**src/design/lpcp_pkg.sv**
```systemverilog
// Shared constants, codes and types of the lidar point camera projection block.
package lpcp_pkg;

	localparam int IMAGE_WIDTH  = 640;
	localparam int IMAGE_HEIGHT = 480;

	localparam int COL_W   = 10;
	localparam int ROW_W   = 9;
	localparam int LEVEL_W = 8;

	// Quotient bits produced by the divider pipelines; also its stage count.
	localparam int QS_WH = ($clog2(IMAGE_WIDTH) > $clog2(IMAGE_HEIGHT)) ?
		$clog2(IMAGE_WIDTH) : $clog2(IMAGE_HEIGHT);
	localparam int QS = (QS_WH > COL_W) ? QS_WH : COL_W;

	// Width of projected numerators and depths after sign folding.
	localparam int DIV_W = 51;

	localparam int CFG_IDX_W = 4;

	localparam logic [31:0] Q_HUNDRED     = 32'd6553600;
	localparam logic [31:0] MIN_RANGE_RST = 32'd7;
	localparam logic [31:0] MAX_RANGE_RST = 32'd13107200;

	// Division by 100 as a reciprocal multiply: floor(m / 100) equals
	// (m * 5243) >> 19 for every m below 43690.
	localparam logic [12:0] RECIP_100   = 13'd5243;
	localparam int          RECIP_SHIFT = 19;

	typedef enum logic [CFG_IDX_W-1:0] {
		REG_ROW0_COLS01 = 4'd0,
		REG_ROW0_COLS23 = 4'd1,
		REG_ROW1_COLS01 = 4'd2,
		REG_ROW1_COLS23 = 4'd3,
		REG_ROW2_COLS01 = 4'd4,
		REG_ROW2_COLS23 = 4'd5,
		REG_MIN_RANGE   = 4'd6,
		REG_MAX_RANGE   = 4'd7
	} reg_idx_t;

	typedef enum logic [1:0] {
		V_KEPT  = 2'd0,
		V_FOV   = 2'd1,
		V_RANGE = 2'd2,
		V_IMAGE = 2'd3
	} verdict_t;

	typedef struct packed {
		verdict_t           verdict;
		logic [LEVEL_W-1:0] green;
		logic [LEVEL_W-1:0] red;
	} side_t;

endpackage

```
**src/design/lpcp_div.sv**
```systemverilog
// Pipelined restoring divider, one quotient bit per stage.
module lpcp_div (
	input  logic                          clk,
	input  logic                          en,
	input  logic [lpcp_pkg::DIV_W-1:0]    num,
	input  logic [lpcp_pkg::DIV_W-1:0]    den,
	output logic [lpcp_pkg::QS-1:0]       quo
);

	localparam int W  = lpcp_pkg::DIV_W;
	localparam int QN = lpcp_pkg::QS;

	logic [W-1:0]  rem_s [QN-1];
	logic [W-1:0]  den_s [QN-1];
	logic [QN-1:0] quo_s [QN];

	// The caller guarantees num < den * 2^QS whenever the quotient is used.
	for (genvar k = 0; k < QN; k++) begin : g_stage
		logic [W-1:0]    rem_in;
		logic [W-1:0]    den_in;
		logic [QN-1:0]   quo_in;
		logic [W+QN-1:0] trial;
		logic            fits;

		if (k == 0) begin : g_first
			assign rem_in = num;
			assign den_in = den;
			assign quo_in = '0;
		end else begin : g_next
			assign rem_in = rem_s[k-1];
			assign den_in = den_s[k-1];
			assign quo_in = quo_s[k-1];
		end

		assign trial = {{QN{1'b0}}, den_in} << (QN - 1 - k);
		assign fits  = ({{QN{1'b0}}, rem_in} >= trial);

		always_ff @(posedge clk) begin
			if (en) begin
				quo_s[k] <= quo_in | (fits ? (QN'(1) << (QN - 1 - k)) : '0);
			end
		end

		if (k < QN - 1) begin : g_carry
			always_ff @(posedge clk) begin
				if (en) begin
					rem_s[k] <= fits ? (rem_in - trial[W-1:0]) : rem_in;
					den_s[k] <= den_in;
				end
			end
		end
	end

	assign quo = quo_s[QN-1];

endmodule

```
**config.mk**
```make
export PLATFORM = sky130hd
export DESIGN_NAME = lpcp_div
export DESIGN_NICKNAME = d
export VERILOG_FILES = /design/src/design/lpcp_pkg.sv /design/src/design/lpcp_div.sv
export SDC_FILE = /design/constraint.sdc
export NUM_CORES = 2
export LEC_CHECK = 0
export BUFFER_PORTS_ARGS = -buffer_cell sky130_fd_sc_hd__clkbuf_2
export CAP_MARGIN = 20
export CORE_ASPECT_RATIO = 1.75
export CORE_MARGIN = 8
export CORE_UTILIZATION = 55
export DETAILED_ROUTE_END_ITERATION = 10
export GPL_TIMING_DRIVEN = 0
export PLACE_DENSITY = 0.71
export SLEW_MARGIN = 40
export SYNTH_ARGS = -nofsm -noshare
export SYNTH_HDL_FRONTEND = slang
export SYNTH_SLANG_ARGS = --single-unit
```
**constraint.sdc**
```tcl
create_clock -name clk -period 4.78 [get_ports clk]
set_input_delay 0.717 -clock clk [delete_from_list [all_inputs] [get_ports clk]]
set_output_delay 0.717 -clock clk [all_outputs]
set_load 0.03 [all_outputs]
```
==> impl_results.md <==
* Tmin final at around 4.8 ns
* Final setup margin at -0.0290 ns
* Cell Area, Placed at between 60,000 and 70,000 um2
* Primary FF master, synth: edfxtp_1
* Max Fclk at 208 MHz
* Multi-input combinational cell area at between 20,000 and 30,000 um2
* Post-Syn Area at around 60,000 um2
* # port buffers at 113
* EDFF count, synth at roughly 970
* Final core utilization at about three fifths
* Yosys top cell area share at 48.7%
* Grt ovf at 0
* Unique masters post-synth at 86
* Synth area leaders: edfxtp_1 49%, ha_1 9.7%, a21oi_1 4.5%, inv_1 3.6%, o21ai_0 3.4%
* Unrepaired setup endpoints after global routing: no
* Finished Layout Cells at between 7,000 and 8,000
* CP cell instances: ha_1 -> nand3_1 -> or4_1 -> nor2_1 -> nor3_1 -> o2bb2ai_4 -> buf_2 -> mux2_2
* Clock latency reported for the late side of the worst-skew pair at 0.71 ns
* Sink Count at slightly below 1,000
* Startpoint Class: flip-flop
* Antenna Violating Nets Remaining at 0
* Clock slew at reported path FFs at approximately 0.070 ns
* Post-synth ARST share at 0%
* Average cell area after synthesis at ~10 um2
* Critical Path RT at 5.23 ns
* Drt first-iter violations at between 2,000 and 2,500
* Place WS at -1.01 ns
* H-tree levels at 3
* CTS tree: yes
* Die H at around 450 um
* Hold crit path type: input pin to flip-flop
* Layout cells sized above 1 at a little under a tenth
* Cell taking the most area after synthesis: edfxtp_1
* Sequential cell area at 29,200 um2
* Longest Clk Path Bufs at 3
* Failing checks: negative setup slack
* Core Area at 109,000 um2
* Vias in the first global route at 44,437
* Via Count at around 43,000
* Worst EP arrival at about 5.3 ns
* Initial Util at between 50% and 60%
* Yosys reg bits at just under 1,000
* Hold_buf cts at 0
* Max FO, Critical Path at 10
* Max-Cap Viols at 0
* DIE WIDTH at between 200 and 300 um
* Register area share after synthesis at around 49%
* Via density at 5.71
* Nets at ~6,600
* Final Cell Area at roughly 66,000 um2
* Filler cell count at a little over 9,000
* Pin count of the biggest net entering global routing at 80
* Worst vdd ir at roughly 0.25 mV
* FP Rows at 160
* Syn Inst Count at 5,740
* Leakage at between 20 and 30 nW
* Final Routed Wirelength at around 160,000 um
* Worst clock skew at roughly 0.025 ns
* Period utilization at 101%
* Critical path class: flip-flop to flip-flop
* Hpwl dp at ~130,000 um
* Area added between synthesis and finish at 10.3%
* Power per cell area at ~340 nW/um2
* Biggest cell delay along the critical path at a little under 1 ns
* DR DRC count at 0
* GRT Overall Usage at around 26%
* Post-Syn Nets at ~6,300
* Ports at between 100 and 150
* CTS root buf: clkbuf_16
* Max Transition Viols Final at 0
* Least-Margin Pin Slew at around 0.95 ns
* Initial antenna violation count at 4
* Num CTS Buffers at 90
* Status: finished with violations
* First-pass GRT wire length at ~240,000 um
* Relative slew slack at a little over a third
* Fin. Hold Viols at 0
* Worst Setup End Kind: flip-flop
* DR WL/cell at between 20 and 25 um
* Setup-failing EPs final at 9
* Die area at roughly 120,000 um2
* Setup TNS at -0.178 ns
* Final Wtd Congestion at 0.976
* YS warnings at 0
* Drt pass-1 iters at 8
* Placed instance count at between 7,000 and 8,000
* Slowest cell on crit path: or4_1
layout by cell type, fill, tap and decap left out, drive strengths merged, types with 10 or more instances in the layout:
cell    count
edfxtp    973
inv       592
a21oi     536
ha        465
nand2     433
o21ai     410
clkbuf    398
nor2      273
a21o      233
xnor2     222
mux2      176
xor2      143
nand4     118
nand3     105
nor3       77
o21bai     74
buf        63
o21a       58
nor2b      56
a31oi      56
nand2b     50
and3       46
a211oi     39
clkinv     39
nor4       33
o31ai      29
o211ai     26
and2       26
a221oi     19
a21boi     19
and4       16
o31a       16
or2        15
a211o      13
a311oi     10
nor3b      10
or4        10
a41oi      10
sequential cells by signal, summed over array words and instances, names as in the netlist:
| signal | cells |
|---|---|
| den_s | 459 |
| rem_s | 459 |
| quo_s | 55 |
power by group:
group	switching, W	total [W]	internal (W)
logic	0.00309	0.00510	0.00200
registers	0.000312	0.0104	0.0101
clock network	0.00325	0.00732	0.00407
logic make-up after synthesis:
logic type | share of synthesized area, %
simple gates | 10.6
buf+inv | 5.08
xor+xnor | 5.33
compound gates | 16.8
fa+ha+maj | 10.0
flops | 48.7
mux | 3.45
through the flow:
stage,hold WS (ns),total power (W)
global placement,0.400,0.0158
CTS,0.152,0.0229
floorplan,0.400,0.0141
detailed placement,0.405,0.0156
finish,0.203,0.0228
global route,0.176,0.0239
what timing repair did:
action | CTS | global route
gates resized for setup | 22 | 11
gates cloned | 0 | 0
setup endpoints to repair | 190 | 122
setup buffers | 7 | 0
pin swaps | 5 | 1
per-layer routing:
layer	track usage (%)	vias up	wire (um)
met3	2.49	441	3740
met4	24.0	0	16900
met5	0	-	0
li1	-	21485	-
met1	20.8	20070	48200
met2	51.4	928	86600
layout make-up:
cell class,count,share of cell area (%)
flip-flops and latches,973,44.2
multi-input cells,3967,42.3
clock buffers,105,3.55
inverters,584,3.31
well taps,1458,2.76
repair buffers,140,1.58
plain buffers,216,1.34
clock inverters,63,0.983
diodes,9,0.0340
synthesized netlist by cell type, types with 118 or more instances:
cell / count
a21o_1: 233
a21oi_1: 536
clkbuf_1: 182
edfxtp_1: 973
ha_1: 465
inv_1: 583
mux2_2: 170
nand2_1: 433
nand4_1: 118
nor2_1: 273
o21ai_0: 405
xnor2_1: 222
xor2_1: 143
final timing paths:
path / startpoint / to / slack, ns / cells after the start
worst min-delay path: den[37] / den_s[0][37] / 0.20 / 1
worst max-delay path: rem_s[0][49] / rem_s[0][93] / -0.03 / 8
worst max register to register: rem_s[0][49] / rem_s[0][93] / -0.03 / 8
worst min register to register: quo_s[5][6] / quo_s[6][6] / 0.42 / 0
worst max-delay path, delay by kind of cell, from the launching register on:
family	cells	cell delay, ns
buffers and inverters	1	0.53
flip-flops	1	0.42
multiplexers	1	0.40
adder cells (fa/ha/maj)	1	0.42
AND/OR/NAND/NOR	4	2.25
AO/OA/AOI/OAI	1	0.51
Note: power is estimated with default switching activity, not from simulation.
